`config.mk`:
```
export PLATFORM = sky130hd
export DESIGN_NAME = periodic_message_tx_scheduler_core
export DESIGN_NICKNAME = d
export VERILOG_FILES = /design/src/hdl/pmts_pkg.sv /design/src/hdl/periodic_message_tx_scheduler_core.sv /design/src/hdl/pmts_front.sv /design/src/hdl/pmts_back.sv
export SDC_FILE = /design/constraint.sdc
export NUM_CORES = 1
export LEC_CHECK = 0
export BUFFER_PORTS_ARGS = -buffer_cell sky130_fd_sc_hd__clkbuf_2
export CELL_PAD_IN_SITES_DETAIL_PLACEMENT = 2
export CELL_PAD_IN_SITES_GLOBAL_PLACEMENT = 2
export CORE_UTILIZATION = 42
export CTS_CLUSTER_DIAMETER = 30
export DETAILED_ROUTE_END_ITERATION = 6
export GPL_ROUTABILITY_DRIVEN = 0
export PLACE_DENSITY = 0.76
export SYNTH_ARGS = -nofsm -noshare
export SYNTH_HDL_FRONTEND = slang
export SYNTH_SLANG_ARGS = --single-unit
```
`constraint.sdc`:
```
create_clock -name clk -period 7.05 [get_ports clk]
set_clock_uncertainty 0.1 [all_clocks]
set_input_delay 1.41 -clock clk [delete_from_list [all_inputs] [get_ports clk]]
set_output_delay 1.41 -clock clk [all_outputs]
set_load 0.05 [all_outputs]
```
`src/hdl/pmts_pkg.sv`:
```
`timescale 1ns / 1ps
// ----------------------------------------------------------------------------
// Periodic message scheduler package
// Shared types, message codes, register indexes and per-message constants.
// ----------------------------------------------------------------------------
package pmts_pkg;

  localparam int BUDGET_MAX_DEF   = 64;
  localparam int SEQ_ID_LIMIT_DEF = 253;
  localparam int QUEUE_DEPTH      = 2;
  localparam int SEQ_SLOTS        = 6;
  localparam int MSG_COUNT        = 9;

  localparam logic [3:0] MSG_RAPID      = 4'd0;
  localparam logic [3:0] MSG_ALERT      = 4'd1;
  localparam logic [3:0] MSG_ALERT_TEXT = 4'd2;
  localparam logic [3:0] MSG_STATUS_A   = 4'd3;
  localparam logic [3:0] MSG_STATUS_B   = 4'd4;
  localparam logic [3:0] MSG_STATUS_C   = 4'd5;
  localparam logic [3:0] MSG_TELEMETRY  = 4'd6;
  localparam logic [3:0] MSG_PRODUCT    = 4'd7;
  localparam logic [3:0] MSG_CONFIG     = 4'd8;

  localparam logic [2:0] REG_PRODUCT_PRESENT = 3'd0;
  localparam logic [2:0] REG_ALERT_FRAMES    = 3'd1;
  localparam logic [2:0] REG_STATUS_FRAMES   = 3'd2;
  localparam logic [2:0] REG_TELEMETRY_FRAMES = 3'd3;
  localparam logic [2:0] REG_PRODUCT_FRAMES  = 3'd4;
  localparam logic [2:0] REG_INSTALL_FRAMES  = 3'd5;

  typedef struct packed {
    logic [31:0] now_ms;
    logic        addr_settled;
    logic        alert_active;
    logic [6:0]  frame_budget;
    logic [5:0]  alert_text_frames;
  } in_t;

  typedef struct packed {
    logic [3:0] message;
    logic [2:0] seq_num;
    logic [7:0] seq_id;
    logic [5:0] first_frame;
    logic [5:0] frame_count;
    logic       last;
  } out_t;

  typedef struct packed {
    logic [31:0] now_ms;
    logic        alert_active;
    logic [6:0]  budget;
    logic [5:0]  text_frames;
  } tick_t;

  typedef struct packed {
    logic       product_present;
    logic [5:0] alert_frames;
    logic [5:0] status_frames;
    logic [5:0] telemetry_frames;
    logic [5:0] product_frames;
    logic [5:0] install_frames;
  } cfg_t;

  typedef enum logic [1:0] {
    BK_IDLE,
    BK_WALK,
    BK_FLUSH
  } back_state_t;

  function automatic logic [31:0] period_ms(input logic [3:0] msg);
    logic [31:0] p;
    unique case (msg)
      MSG_RAPID:                   p = 32'd100;
      MSG_ALERT:                   p = 32'd1000;
      MSG_ALERT_TEXT:              p = 32'd2500;
      MSG_PRODUCT, MSG_CONFIG:     p = 32'd5000;
      default:                     p = 32'd1500;
    endcase
    return p;
  endfunction

  function automatic logic has_seq(input logic [3:0] msg);
    return !(msg == MSG_RAPID || msg == MSG_STATUS_A || msg == MSG_STATUS_C);
  endfunction

  function automatic logic [2:0] seq_slot(input logic [3:0] msg);
    logic [2:0] s;
    unique case (msg)
      MSG_ALERT:      s = 3'd0;
      MSG_ALERT_TEXT: s = 3'd1;
      MSG_STATUS_B:   s = 3'd2;
      MSG_TELEMETRY:  s = 3'd3;
      MSG_PRODUCT:    s = 3'd4;
      MSG_CONFIG:     s = 3'd5;
      default:        s = 3'd0;
    endcase
    return s;
  endfunction

endpackage

```
`src/hdl/periodic_message_tx_scheduler_core.sv`:
```
`timescale 1ns / 1ps
// ----------------------------------------------------------------------------
// Periodic message transmit scheduler
// Picks which periodic messages go out on each millisecond tick.
// ----------------------------------------------------------------------------
// Usage:
//   in_*   : one transaction per tick (time, address flag, alert flag, frame
//            budget, alert text frame need). Ticks without a settled address
//            are taken and dropped with no effect.
//   out_*  : one transaction per message sent, in priority order; last marks
//            the final one of a tick. A tick that sends nothing gives none.
//   cfg_*  : register writes, always ready; write only while the block idles.
// Timing:
//   A tick leaves the two-entry queue once the back end is idle, then passes
//   through a start step, the message walk (one message per cycle through
//   the shared deadline compare, while the receiver keeps up) and a flush
//   step. A stalled receiver holds the result register and the walk waits
//   on the next send; the queue keeps accepting until it fills.
// Reset:
//   Clears deadlines, sequence counters, sequence id, queue and result valid;
//   registers return to their defaults.
// ----------------------------------------------------------------------------
module periodic_message_tx_scheduler_core
  import pmts_pkg::*;
#(
  parameter int BUDGET_MAX   = BUDGET_MAX_DEF,
  parameter int SEQ_ID_LIMIT = SEQ_ID_LIMIT_DEF
) (
  input  logic       clk,
  input  logic       rst,
  input  logic       in_valid,
  output logic       in_ready,
  input  in_t        in_data,
  output logic       out_valid,
  input  logic       out_ready,
  output out_t       out_data,
  input  logic       cfg_valid,
  output logic       cfg_ready,
  input  logic [2:0] cfg_index,
  input  logic [5:0] cfg_data
);

  cfg_t  cfg;
  logic  q_valid;
  logic  q_pop;
  tick_t q_data;

  assign cfg_ready = 1'b1;

  always_ff @(posedge clk) begin
    if (rst) begin
      cfg.product_present  <= 1'b0;
      cfg.alert_frames     <= 6'd3;
      cfg.status_frames    <= 6'd1;
      cfg.telemetry_frames <= 6'd4;
      cfg.product_frames   <= 6'd20;
      cfg.install_frames   <= 6'd6;
    end else if (cfg_valid && cfg_ready) begin
      unique case (cfg_index)
        REG_PRODUCT_PRESENT:  cfg.product_present  <= cfg_data[0];
        REG_ALERT_FRAMES:     cfg.alert_frames     <= cfg_data;
        REG_STATUS_FRAMES:    cfg.status_frames    <= cfg_data;
        REG_TELEMETRY_FRAMES: cfg.telemetry_frames <= cfg_data;
        REG_PRODUCT_FRAMES:   cfg.product_frames   <= cfg_data;
        REG_INSTALL_FRAMES:   cfg.install_frames   <= cfg_data;
        default: ;
      endcase
    end
  end

  pmts_front #(
    .BUDGET_MAX(BUDGET_MAX)
  ) u_front (
    .clk     (clk),
    .rst     (rst),
    .in_valid(in_valid),
    .in_ready(in_ready),
    .in_data (in_data),
    .q_valid (q_valid),
    .q_pop   (q_pop),
    .q_data  (q_data)
  );

  pmts_back #(
    .SEQ_ID_LIMIT(SEQ_ID_LIMIT)
  ) u_back (
    .clk      (clk),
    .rst      (rst),
    .cfg      (cfg),
    .q_valid  (q_valid),
    .q_pop    (q_pop),
    .q_data   (q_data),
    .out_valid(out_valid),
    .out_ready(out_ready),
    .out_data (out_data)
  );

`ifndef ASSERT_OFF
  a_msg_range : assert property (@(posedge clk) disable iff (rst)
    out_valid |-> out_data.message <= MSG_CONFIG)
    else $error("message code out of range");

  a_single_frame : assert property (@(posedge clk) disable iff (rst)
    out_valid && (out_data.message == MSG_RAPID || out_data.message == MSG_STATUS_A ||
                  out_data.message == MSG_STATUS_C)
    |-> out_data.seq_num == 3'd0 && out_data.frame_count == 6'd1)
    else $error("single-frame message with sequence or frame count");

  a_nonzero_need : assert property (@(posedge clk) disable iff (rst)
    out_valid |-> out_data.frame_count != 6'd0)
    else $error("message sent with zero frames");
`endif

endmodule

```
`src/hdl/pmts_front.sv`:
```
`timescale 1ns / 1ps
// ----------------------------------------------------------------------------
// Scheduler front end
// Accepts ticks, drops those without a settled address, clamps the frame
// budget and queues the rest for the back end.
// ----------------------------------------------------------------------------
module pmts_front
  import pmts_pkg::*;
#(
  parameter int BUDGET_MAX = BUDGET_MAX_DEF
) (
  input  logic  clk,
  input  logic  rst,
  input  logic  in_valid,
  output logic  in_ready,
  input  in_t   in_data,
  output logic  q_valid,
  input  logic  q_pop,
  output tick_t q_data
);

  localparam int QPTR_W = (QUEUE_DEPTH > 1) ? $clog2(QUEUE_DEPTH) : 1;
  localparam int QCNT_W = $clog2(QUEUE_DEPTH + 1);

  tick_t              slot [QUEUE_DEPTH];
  logic [QPTR_W-1:0]  wr_ptr;
  logic [QPTR_W-1:0]  rd_ptr;
  logic [QCNT_W-1:0]  count;
  logic               push;
  logic               pop;
  logic [6:0]         budget_sat;
  tick_t              entry;

  assign in_ready = (count != QCNT_W'(QUEUE_DEPTH));
  assign push     = in_valid && in_ready && in_data.addr_settled;
  assign pop      = q_pop && q_valid;
  assign q_valid  = (count != '0);
  assign q_data   = slot[rd_ptr];

  always_comb begin
    if ({2'b00, in_data.frame_budget} > 9'(BUDGET_MAX)) begin
      budget_sat = 7'(BUDGET_MAX);
    end else begin
      budget_sat = in_data.frame_budget;
    end
    entry.now_ms       = in_data.now_ms;
    entry.alert_active = in_data.alert_active;
    entry.budget       = budget_sat;
    entry.text_frames  = in_data.alert_text_frames;
  end

  always_ff @(posedge clk) begin
    if (push) begin
      slot[wr_ptr] <= entry;
    end
  end

  always_ff @(posedge clk) begin
    if (rst) begin
      wr_ptr <= '0;
      rd_ptr <= '0;
      count  <= '0;
    end else begin
      if (push) begin
        wr_ptr <= (wr_ptr == QPTR_W'(QUEUE_DEPTH - 1)) ? '0 : wr_ptr + 1'b1;
      end
      if (pop) begin
        rd_ptr <= (rd_ptr == QPTR_W'(QUEUE_DEPTH - 1)) ? '0 : rd_ptr + 1'b1;
      end
      if (push && !pop) begin
        count <= count + 1'b1;
      end else if (pop && !push) begin
        count <= count - 1'b1;
      end
    end
  end

endmodule

```
`src/hdl/pmts_back.sv`:
```
`timescale 1ns / 1ps
// ----------------------------------------------------------------------------
// Scheduler back end
// Walks the nine messages of one tick in priority order, one per cycle while
// the receiver keeps up, keeps deadlines and sequence counters, and drives the result register.
// ----------------------------------------------------------------------------
module pmts_back
  import pmts_pkg::*;
#(
  parameter int SEQ_ID_LIMIT = SEQ_ID_LIMIT_DEF
) (
  input  logic  clk,
  input  logic  rst,
  input  cfg_t  cfg,
  input  logic  q_valid,
  output logic  q_pop,
  input  tick_t q_data,
  output logic  out_valid,
  input  logic  out_ready,
  output out_t  out_data
);

  back_state_t state;
  back_state_t state_next;

  logic [31:0] deadlines [MSG_COUNT];
  logic [2:0]  seq_counters [SEQ_SLOTS];
  logic [7:0]  tick_seq_id;

  tick_t       tick;
  logic [7:0]  sid;
  logic [3:0]  msg;
  logic [6:0]  used;
  logic        pend_valid;
  out_t        pend;

  logic [5:0]  need;
  logic        enabled;
  logic        due;
  logic        fits;
  logic        send;
  logic        out_free;
  logic        advance;
  logic        do_start;
  logic        do_step;
  logic        do_flush;
  logic        out_push;
  logic [31:0] diff;
  logic [6:0]  left;
  logic [2:0]  seq_cur;
  logic [8:0]  sid_inc;
  out_t        result;
  out_t        out_data_next;

  always_comb begin
    unique case (msg)
      MSG_ALERT:      need = cfg.alert_frames;
      MSG_ALERT_TEXT: need = tick.text_frames;
      MSG_STATUS_B:   need = cfg.status_frames;
      MSG_TELEMETRY:  need = cfg.telemetry_frames;
      MSG_PRODUCT:    need = cfg.product_frames;
      MSG_CONFIG:     need = cfg.install_frames;
      default:        need = 6'd1;
    endcase
    enabled = !((msg == MSG_ALERT || msg == MSG_ALERT_TEXT) && !tick.alert_active) &&
              !(msg == MSG_PRODUCT && !cfg.product_present);
    diff    = tick.now_ms - deadlines[msg];
    due     = !diff[31];
    left    = tick.budget - used;
    fits    = (need != 6'd0) && ({1'b0, need} <= left);
    send    = enabled && due && fits;
    seq_cur = has_seq(msg) ? seq_counters[seq_slot(msg)] : 3'd0;

    result.message     = msg;
    result.seq_num     = seq_cur;
    result.seq_id      = sid;
    result.first_frame = used[5:0];
    result.frame_count = need;
    result.last        = 1'b0;

    out_free = !out_valid || out_ready;
    advance  = !(send && pend_valid && !out_free);
    sid_inc  = {1'b0, tick_seq_id} + 9'd1;
  end

  always_comb begin
    state_next = state;
    q_pop      = 1'b0;
    do_start   = 1'b0;
    do_step    = 1'b0;
    do_flush   = 1'b0;
    unique case (state)
      BK_IDLE: begin
        if (q_valid) begin
          q_pop      = 1'b1;
          do_start   = 1'b1;
          state_next = BK_WALK;
        end
      end
      BK_WALK: begin
        if (advance) begin
          do_step = 1'b1;
          if (msg == MSG_CONFIG) begin
            state_next = BK_FLUSH;
          end
        end
      end
      BK_FLUSH: begin
        if (!pend_valid) begin
          state_next = BK_IDLE;
        end else if (out_free) begin
          do_flush   = 1'b1;
          state_next = BK_IDLE;
        end
      end
      default: state_next = BK_IDLE;
    endcase
  end

  assign out_push = (do_step && send && pend_valid) || do_flush;

  always_comb begin
    out_data_next      = pend;
    out_data_next.last = do_flush;
  end

  always_ff @(posedge clk) begin
    if (rst) begin
      state <= BK_IDLE;
    end else begin
      state <= state_next;
    end
  end

  always_ff @(posedge clk) begin
    if (rst) begin
      for (int i = 0; i < MSG_COUNT; i++) begin
        deadlines[i] <= '0;
      end
      for (int i = 0; i < SEQ_SLOTS; i++) begin
        seq_counters[i] <= '0;
      end
      tick_seq_id <= '0;
      msg         <= '0;
      pend_valid  <= 1'b0;
      out_valid   <= 1'b0;
    end else begin
      if (do_start) begin
        tick_seq_id <= (sid_inc >= 9'(SEQ_ID_LIMIT)) ? 8'd0 : sid_inc[7:0];
        msg         <= '0;
        if (!q_data.alert_active) begin
          deadlines[MSG_ALERT]      <= q_data.now_ms;
          deadlines[MSG_ALERT_TEXT] <= q_data.now_ms;
        end
      end
      if (do_step) begin
        msg <= msg + 1'b1;
        if (send) begin
          deadlines[msg] <= tick.now_ms + period_ms(msg);
          if (has_seq(msg)) begin
            seq_counters[seq_slot(msg)] <= seq_cur + 1'b1;
          end
          pend_valid <= 1'b1;
        end
      end
      if (do_flush) begin
        pend_valid <= 1'b0;
      end
      if (out_push) begin
        out_valid <= 1'b1;
      end else if (out_ready) begin
        out_valid <= 1'b0;
      end
    end
  end

  always_ff @(posedge clk) begin
    if (do_start) begin
      tick <= q_data;
      sid  <= tick_seq_id;
      used <= '0;
    end
    if (do_step && send) begin
      used <= used + 7'(need);
      pend <= result;
    end
    if (out_push) begin
      out_data <= out_data_next;
    end
  end

endmodule
```
==> results.sh, run 1 <==
export IMPL_avgSynthCellArea_sq_um=15.5
export IMPL_die_x_um=290
export IMPL_hp_class="register to register"
export IMPL_synth_simple_area_share_pct=8.13
export IMPL_crit_slowest_cell="dfxtp_1"
export IMPL_clkSinkCount=800
export IMPL_layout_nets=2601
export IMPL_fin_crit_sh_pct=99.6
export IMPL_grt_max_degree=75
export IMPL_max_freq_ghz=0.142
export IMPL_worst_slew_pin_slew_ps=1190
export IMPL_grt_pass1_vias=26000
export IMPL_area_growth_pct=23.3
export IMPL_cts_hold_buf=0
export IMPL_cp_arrival_ps=7340
export IMPL_met1Wirelength_mm=49.8
export IMPL_synth_main_ff_cell="edfxtp_1"
export IMPL_synth_xor_area_share_pct=0.853
export IMPL_finish_instance_area_sq_um=43000
export IMPL_drive_gt1_share_pct=27.2
export IMPL_slew_headroom_pct=20.4
export IMPL_initial_core_util_pct=42.5
export IMPL_syn_area_sq_um=34900
export IMPL_yosysTopAreaCell="edfxtp_1"
export IMPL_coreArea_sq_um=82100
export IMPL_grt_pass1_wl_mm=190
export IMPL_avgViaCountPerCell=6.28
export IMPL_cts_buffer_depth=3
export IMPL_top_layer="met4"
export IMPL_yosys_warnings=0
export IMPL_cp_start_kind="register"
export IMPL_critPathMaxFanout=15
export IMPL_wl_per_cell_um=35.6
export IMPL_die_area_sq_um=84300
export IMPL_path_clk_slew_ps=50
export IMPL_synth_compound_area_share_pct=4.62
export IMPL_worstPathCellList="inv_1 -> ha_1 -> and3b_1 -> a21oi_1 -> nand3_1 -> fa_1 -> a21o_1 -> a21oi_1 -> o21bai_1 -> a311oi_1 -> buf_4 -> o21ai_2 -> nor4bb_1 -> nor3_2 -> a21oi_1"
export IMPL_grt_overflow_total=0
export IMPL_drtIter0Drc=2463
export IMPL_synthCells=2249
export IMPL_portBuffers=90
export IMPL_dpl_hpwl_mm=73.2
export IMPL_dr_wl_met2_mm=66.5
export IMPL_synthMuxAreaShare_pct=14.0
export IMPL_clock_root_buffer="clkbuf_16"
export IMPL_total_leakage_power_uw=0.0156
export IMPL_synth_top_family_by_area="multiplexers"
export IMPL_powerDensity_nw_per_um2=448
export IMPL_synth_edff_count=744
export IMPL_ir_worst_vdd_v=0.000281
export IMPL_ys_seq_area_share_pct=67.2
export IMPL_ys_ff_latch=800
export IMPL_status="complete, no violations"
export IMPL_yosys_area_share_adder_pct=2.57
export IMPL_min_period_ps=7020
export IMPL_cp_required_ps=7370
export IMPL_ios=92
export IMPL_crit_path_end_kind="register"
export IMPL_cts_htree_levels=4
export IMPL_cts_tree="yes"
export IMPL_grt_usage_pct=31.4
export IMPL_crit_type="register to register"
export IMPL_final_fill_count=7256
export IMPL_antenna_cells=0
export IMPL_first_pass_iters=5
export IMPL_cp_common_cell="a21oi_1"
export IMPL_post_synth_top_area_fraction_pct=64.0
export IMPL_hold_ws_ps=320
export IMPL_drtAntennaViolNets=0
export IMPL_drc_errors=0
export IMPL_final_hold_viol_count=0
export IMPL_synth_area_leaders="edfxtp_1, mux4_2, dfxtp_1, nor2_1, ha_1"
export IMPL_place_area_sq_um=36900
export IMPL_rsz0062_at_grt="yes"
export IMPL_clk_latency_ps=780
export IMPL_synth_distinct_cells=85
export IMPL_drt_wl_total_mm=131
export IMPL_drv_slew=0
export IMPL_slowest_delay_ps=710
export IMPL_dr_wl_met3_mm=9.14
export IMPL_cts_buffers=175
export IMPL_chipHeight_um=290
export IMPL_maxCapViolations=0
export IMPL_antenna_found_initial=0
export IMPL_syn_nets=2380
export IMPL_rows=105
export IMPL_synthArstFlopShare_pct=0
export IMPL_vias=23200
export IMPL_setup_viol=0
[repair_timing]
item	CTS	global route
resized for setup	0	3
setup endpoints to repair	0	36
endpoints found under the hold margin	0	0
buffers inserted	0	0
[routing by layer]
layer / global-route usage [%] / vias up
met3: 6.07 / 363
met5: 0 / -
met1: 38.3 / 12400
met4: 14.7 / 0
met2: 53.8 / 1227
li1: - / 9186
[synthesized netlist by cell type, drive strengths merged, types with 8 or more instances]
cell type,count
o211ai,11
o21a,11
nand4,9
nand2,85
o21ai,52
o22ai,12
clkbuf,67
mux4,164
xnor2,20
mux2,57
buf,50
mux2i,54
a21o,17
edfxtp,744
and3,15
nor4,15
a2111oi,8
nand3,31
inv,103
nand2b,8
ha,67
or3,16
dfxtp,56
a21oi,53
nor3,80
nor2,296
xor2,14
nor2b,18
a211oi,16
[worst max-delay path, delay by kind of cell (launching register included)]
kind,cells,cell delay [ps]
buffers and inverters,2,530
adder cells (fa/ha/maj),2,1090
flip-flops,1,710
AO/OA/AOI/OAI,7,2650
AND/OR/NAND/NOR,4,1570
[cells by family (layout without fill, tap and decap cells)]
kind of cell | count (synthesis) | after routing
simple gates | 611 | 611
mux | 275 | 275
flops | 800 | 800
other cells | 1 | 1
compound gates | 237 | 237
fa+ha+maj | 70 | 70
buf+inv | 221 | 593
xor+xnor | 34 | 34
[stage by stage]
stage	setup slack [ps]	setup TNS [ps]	util [%]	total power (uW)	instances
finish	25.1	0	52.4	19300	3691
global placement	807	0	45.0	10200	3363
floorplan	-128	-28030	-	8880	2249
CTS	145	0	52.4	19300	3691
detailed placement	386	0	45.0	10500	3363
global route	-93.1	-1150	52.4	19800	3691
[layout by cell type (no fill, tap or decap), types with 53 or more instances in the layout]
cell type  instances
mux4_2           164
nor2_1           294
mux2_2            56
nor3_1            68
mux2i_1           53
buf_4             60
inv_1            102
clkbuf_16        176
edfxtp_1         744
clkbuf_2          90
nand2_1           78
ha_1              67
[path summary, 6_finish.rpt]
check                              startpoint                  endpoint  slack [ps]  cells after the start
worst max-delay path            u_back.msg[1]  u_back.deadlines[14][20]          30                     15
worst max register to register  u_back.msg[1]  u_back.deadlines[14][20]          30                     15
worst min register to register  u_back.sid[6]  u_back.out_data_next[19]         320                      0
worst min-delay path            u_back.sid[6]  u_back.out_data_next[19]         320                      0
[area by class of cell]
| type | count | area, sq um | area share, % |
|---|---|---|---|
| repair buffers | 161 | 1120 | 2.60 |
| multi-input cells | 1228 | 10600 | 24.7 |
| clock inverters | 125 | 1520 | 3.53 |
| inverters | 104 | 390 | 0.907 |
| flip-flops and latches | 800 | 23500 | 54.5 |
| clock buffers | 203 | 4570 | 10.6 |
| well taps | 1070 | 1340 | 3.11 |
[registers in the layout, summed over array words and instances (netlist names), 8 cells and up, named ones only]
register              count
u_back.deadlines        512
u_back.sid                8
u_back.out_data          28
u_front.slot             92
u_back.tick              46
u_back.out_data_next     27
u_back.seq_counters      24
u_back.tick_seq_id        8
cfg                      31
[power breakdown]
| part | switching [uW] | internal [uW] |
|---|---|---|
| logic | 2930 | 1470 |
| registers | 408 | 5990 |
| clock network | 2900 | 5610 |
No activity file was read; power rests on OpenSTA's default activity.
==> run 2: changes to the inputs <==
BUFFER_PORTS_ARGS = not set   (was -buffer_cell sky130_fd_sc_hd__clkbuf_2)
CORE_UTILIZATION = 43   (was 42)
DONT_BUFFER_PORTS = 1   (was not set)
==> run 2 against run 1 <==
Compared with the run above: maximum frequency is 2.5% higher; count of clock-buffer cells in the layout is 16 lower; combinational power rose by 2%; sequential share of layout area is 0.81 points higher; wire length rose by 0.80%; final cell count fell by 2.7%; die area down 2.3%; sequential cell count unchanged; critical path type unchanged; critical endpoint is now u_back.deadlines[13][0]; largest power group unchanged.
==> results.sh, run 2 (same netlist as run 1, synthesis figures left out) <==
export IMPL_status="complete, no violations"
export IMPL_cts_buffer_depth=3
export IMPL_total_leakage_power_uw=0.0152
export IMPL_path_clk_slew_ps=50
export IMPL_finish_instance_area_sq_um=42400
export IMPL_drc_errors=0
export IMPL_vias=23100
export IMPL_cts_hold_buf=0
export IMPL_grt_pass1_vias=25800
export IMPL_grt_max_degree=52
export IMPL_area_growth_pct=21.5
export IMPL_powerDensity_nw_per_um2=447
export IMPL_worstPathCellList="buf_12 -> buf_4 -> mux4_2 -> mux4_2 -> inv_1 -> ha_1 -> nand4_1 -> nor2_1 -> a221oi_1 -> o21ai_0 -> nor4_2 -> o211ai_1 -> buf_4 -> mux2i_1 -> inv_1"
export IMPL_cp_arrival_ps=7150
export IMPL_clk_latency_ps=780
export IMPL_ir_worst_vdd_v=0.000274
export IMPL_fin_crit_sh_pct=97.2
export IMPL_final_hold_viol_count=0
export IMPL_place_area_sq_um=36600
export IMPL_cts_buffers=168
export IMPL_layout_common_cells="edfxtp_1, nor2_1, clkbuf_16"
export IMPL_wl_per_cell_um=36.9
export IMPL_max_freq_ghz=0.146
export IMPL_die_area_sq_um=82300
export IMPL_drt_wl_total_mm=132
export IMPL_worst_slew_pin_slew_ps=1100
export IMPL_slew_headroom_pct=26.3
export IMPL_initial_core_util_pct=43.4
export IMPL_drtAntennaViolNets=0
export IMPL_first_pass_iters=7
export IMPL_hp_class="register to register"
export IMPL_slowest_delay_ps=820
export IMPL_clkSinkCount=800
export IMPL_crit_slowest_cell="mux2i_1"
export IMPL_final_util_pct=52.7
export IMPL_crit_path_end_kind="register"
export IMPL_reg_top3="u_back.deadlines: 512 flops, u_front.slot: 92 flops, u_back.tick: 46 flops"
export IMPL_crit_type="register to register"
export IMPL_ios=92
export IMPL_layout_nets=2516
export IMPL_cp_required_ps=7350
export IMPL_cp_start_kind="register"
export IMPL_min_period_ps=6850
export IMPL_die_x_um=287
export IMPL_crit_buf_inv=5
export IMPL_rsz0062_at_grt="no"
export IMPL_layout_commonest_cell="edfxtp_1"
export IMPL_r2r_slack_ps=200
export IMPL_cts_htree_levels=4
export IMPL_power_uw=19000
export IMPL_avgViaCountPerCell=6.42
export IMPL_grt_usage_pct=32.8
export IMPL_ctsResizeCount=0
export IMPL_rows=104
export IMPL_critPathMaxFanout=30
export IMPL_drive_gt1_share_pct=25.1
export IMPL_regMostFlops="u_back.deadlines"
export IMPL_largest_register_ffs=512
export IMPL_maxCapViolations=0
export IMPL_drv_slew=0
export IMPL_postCtsSetupBuffers=0
export IMPL_drtIter0Drc=2449
export IMPL_clock_root_buffer="clkbuf_16"
export IMPL_grt_pass1_wl_mm=192
export IMPL_grt_overflow_total=0
export IMPL_dpl_hpwl_mm=74.7
export IMPL_antenna_found_initial=3
export IMPL_portBuffers=0
export IMPL_setup_viol=0
export IMPL_coreArea_sq_um=80400
export IMPL_cp_top_family="multiplexers"
export IMPL_chipHeight_um=287
export IMPL_cts_tree="yes"
[run 2: changes by cell type in the layout (fill, tap and decap cells not counted), sizes merged]
cell      delta
clkbuf     -106
diode        +1
clkinvlp     +5
bufinv       -9
clkinv      -11
inv         +17
buf         +12
[run 2: cell type report]
type | count | area, sq um
Fill cell | 7126 | 38000
Sequential cell | 800 | 23500
Multi-Input combinational cell | 1228 | 10600
Clock buffer | 187 | 4340
Clock inverter | 127 | 1440
Tap cell | 1060 | 1330
Timing Repair Buffer | 83 | 823
Inverter | 104 | 390
Antenna cell | 1 | 2.50
[run 2: final timing paths]
path	from	to	cells after the start
min	u_back.sid[3]	u_back.out_data_next[16]	0
min reg2reg	u_back.sid[3]	u_back.out_data_next[16]	0
max reg2reg	register	u_back.deadlines[13][0]	15
max	register	u_back.deadlines[13][0]	15
[run 2: through the flow]
| stage | std cells | hold WS, ps | TNS (ps) | worst slack (ps) |
|---|---|---|---|---|
| 3_3_place_gp | 3275 | 301 | 0 | 959 |
| 6_report | 3590 | 324 | 0 | 198 |
| 3_5_place_dp | 3275 | 311 | 0 | 716 |
| 4_1_cts | 3589 | 326 | 0 | 248 |
| 2_1_floorplan | 2249 | 300 | -28030 | -128 |
| 5_1_grt | 3589 | 324 | 0 | 31.4 |
[run 2: worst register-to-register path, cell delays in order (launching register included)]
cell and delay [ps]:
dfxtp_4 670, buf_12 350, buf_4 270, mux4_2 550
mux4_2 480, inv_1 120, ha_1 260, nand4_1 200
nor2_1 130, a221oi_1 530, o21ai_0 470, nor4_2 550
o211ai_1 240, buf_4 330, mux2i_1 830, inv_1 400
[run 2: where the power goes]
part	leakage (uW)	internal (uW)	switching, uW
Sequential	0.00763	5980	401
Combinational	0.00475	1480	2970
Clock	0.00278	5140	2980
Total	0.0152	12600	6360
[run 2: routing by layer]
layer / track usage, % / wire [um] / vias up
met4: 15.4 / 6130 / 0
met2: 55.9 / 67000 / 1353
met5: 0 / 0 / -
li1: - / - / 9033
met1: 40.0 / 49400 / 12300
met3: 6.51 / 9780 / 396
==> run 3: changes to the inputs <==
PLACE_DENSITY = 0.77   (was 0.76)
SETUP_SLACK_MARGIN = 0.5   (was not set)
==> run 3 against run 2 <==
Compared with the run above: wire length grew 2.0%; cell area shrank 0.48%; largest power group unchanged; combinational power grew 2%; final cell count is the same; setup slack gained 490 ps; sequential cell count is the same; critical path type unchanged; count of clock-buffer cells in the layout grew 26; first-iteration DRC count grew 1.4%; non-clock buffer count grew 4; global-route usage grew 0.56 points.
==> results.sh, run 3 (same netlist as run 1, synthesis figures left out) <==
export IMPL_crit_path_end_kind="register"
export IMPL_setup_viol=0
export IMPL_clock_root_buffer="clkbuf_16"
export IMPL_cts_buffer_depth=3
export IMPL_maxCapViolations=0
export IMPL_r2r_slack_ps=690
export IMPL_largest_register_ffs=512
export IMPL_cts_htree_levels=4
export IMPL_path_clk_slew_ps=60
export IMPL_layout_nets=2519
export IMPL_clkSinkCount=800
export IMPL_regMostFlops="u_back.deadlines"
export IMPL_area_growth_pct=20.9
export IMPL_drtAntennaViolNets=0
export IMPL_powerDensity_nw_per_um2=447
export IMPL_grt_pass1_wl_mm=194
export IMPL_avgViaCountPerCell=6.45
export IMPL_fin_crit_sh_pct=90.3
export IMPL_cts_hold_buf=0
export IMPL_total_leakage_power_uw=0.0151
export IMPL_cp_arrival_ps=6710
export IMPL_final_hold_viol_count=0
export IMPL_clk_latency_ps=770
export IMPL_wl_per_cell_um=37.6
export IMPL_min_period_ps=6360
export IMPL_ir_worst_vdd_v=0.000270
export IMPL_status="complete, no violations"
export IMPL_grt_usage_pct=33.3
export IMPL_rows=104
export IMPL_drtIter0Drc=2484
export IMPL_die_x_um=287
export IMPL_slew_headroom_pct=15.2
export IMPL_grt_pass1_vias=25800
export IMPL_rsz0062_at_grt="yes"
export IMPL_hp_class="register to register"
export IMPL_final_util_pct=52.5
export IMPL_die_area_sq_um=82300
export IMPL_cts_buffers=167
export IMPL_reg_top3="u_back.deadlines: 512 flops, u_front.slot: 92 flops, u_back.tick: 46 flops"
export IMPL_drc_errors=0
export IMPL_cts_tree="yes"
export IMPL_drt_wl_total_mm=135
export IMPL_cp_start_kind="register"
export IMPL_coreArea_sq_um=80400
export IMPL_grt_max_degree=53
export IMPL_max_freq_ghz=0.157
export IMPL_critPathMaxFanout=26
export IMPL_finish_instance_area_sq_um=42200
export IMPL_cp_required_ps=7390
export IMPL_vias=23200
export IMPL_dp_cells=3277
export IMPL_worst_slew_pin_slew_ps=1260
export IMPL_drive_gt1_share_pct=24.4
export IMPL_portBuffers=0
export IMPL_chipHeight_um=287
export IMPL_power_uw=18900
export IMPL_final_fill_count=7043
export IMPL_antenna_found_initial=1
export IMPL_stdcell_count=3590
export IMPL_antenna_cells=0
export IMPL_initial_core_util_pct=43.4
export IMPL_ios=92
export IMPL_drv_slew=0
export IMPL_place_area_sq_um=36600
export IMPL_dpl_hpwl_mm=75.8
export IMPL_first_pass_iters=6
export IMPL_layout_commonest_cell="edfxtp_1"
export IMPL_grt_overflow_total=0
export IMPL_layout_common_cells="edfxtp_1, nor2_1, clkbuf_16"
export IMPL_crit_type="register to register"
## run 3: changes by cell type in the layout (fill, tap and decap cells not counted), moves of 3 or more
cell,change
buf_12,-4
buf_4,+6
bufinv_16,-3
clkbuf_1,+15
clkbuf_8,+12
clkinv_1,+10
clkinv_16,-5
clkinv_2,-9
clkinvlp_4,-12
inv_6,-11
o21ai_0,-3
o21ai_1,+3
## run 3: power breakdown
| part | switching [uW] | total [uW] | internal (uW) |
|---|---|---|---|
| registers | 422 | 6410 | 5990 |
| logic | 3040 | 4560 | 1520 |
| clock network | 2840 | 7910 | 5070 |
| total | 6310 | 18900 | 12600 |
## run 3: worst max-delay path, cell delays in order (launching register included)
cell      delay, ps
dfxtp_4         580
buf_12          330
buf_4           260
mux4_2          560
mux4_2          510
inv_1            80
ha_1            250
nand4_1         250
nor2_1          120
a221oi_1        480
o21ai_1         370
nor4_4          460
o211ai_1        150
buf_4           210
buf_4           200
or3_1           430
nand2_2         360
buf_12          270
## run 3: timing repair
item                       in CTS  in global routing
setup buffers                   2                  0
setup endpoints to repair      26                273
resized for setup               1                 14
pin swaps                       1                  2
## run 3: path summary, 6_finish.rpt
kind | start | endpoint | cells past startpoint
max | register | u_back.deadlines[4][24] | 17
min | u_back.sid[3] | u_back.out_data_next[16] | 0
max reg2reg | register | u_back.deadlines[4][24] | 17
min reg2reg | u_back.sid[3] | u_back.out_data_next[16] | 0
## run 3: stage by stage
stage / setup WS, ps / TNS (ps) / hold slack [ps]
2_1_floorplan: -128 / -28030 / 300
3_3_place_gp: 1110 / 0 / 302
3_5_place_dp: 607 / 0 / 307
4_1_cts: 521 / 0 / 305
5_1_grt: 431 / 0 / 311
6_report: 685 / 0 / 312
## run 3: per-layer routing
metal / share of wire [%] / track usage [%] / wire length [um]
met1: 37 / 40.7 / 50500
met2: 51 / 57.1 / 69300
met3: 7.2 / 6.56 / 9720
met4: 4.0 / 15.0 / 5370
met5: 0.0067 / 0 / 9
## run 3: area by class of cell
type	instances	area (sq um)	area share [%]
flip-flops and latches	800	23500	55.6
multi-input cells	1228	10700	25.2
clock buffers	213	4530	10.7
well taps	1060	1330	3.14
clock inverters	98	1020	2.41
repair buffers	87	811	1.92
inverters	104	390	0.925
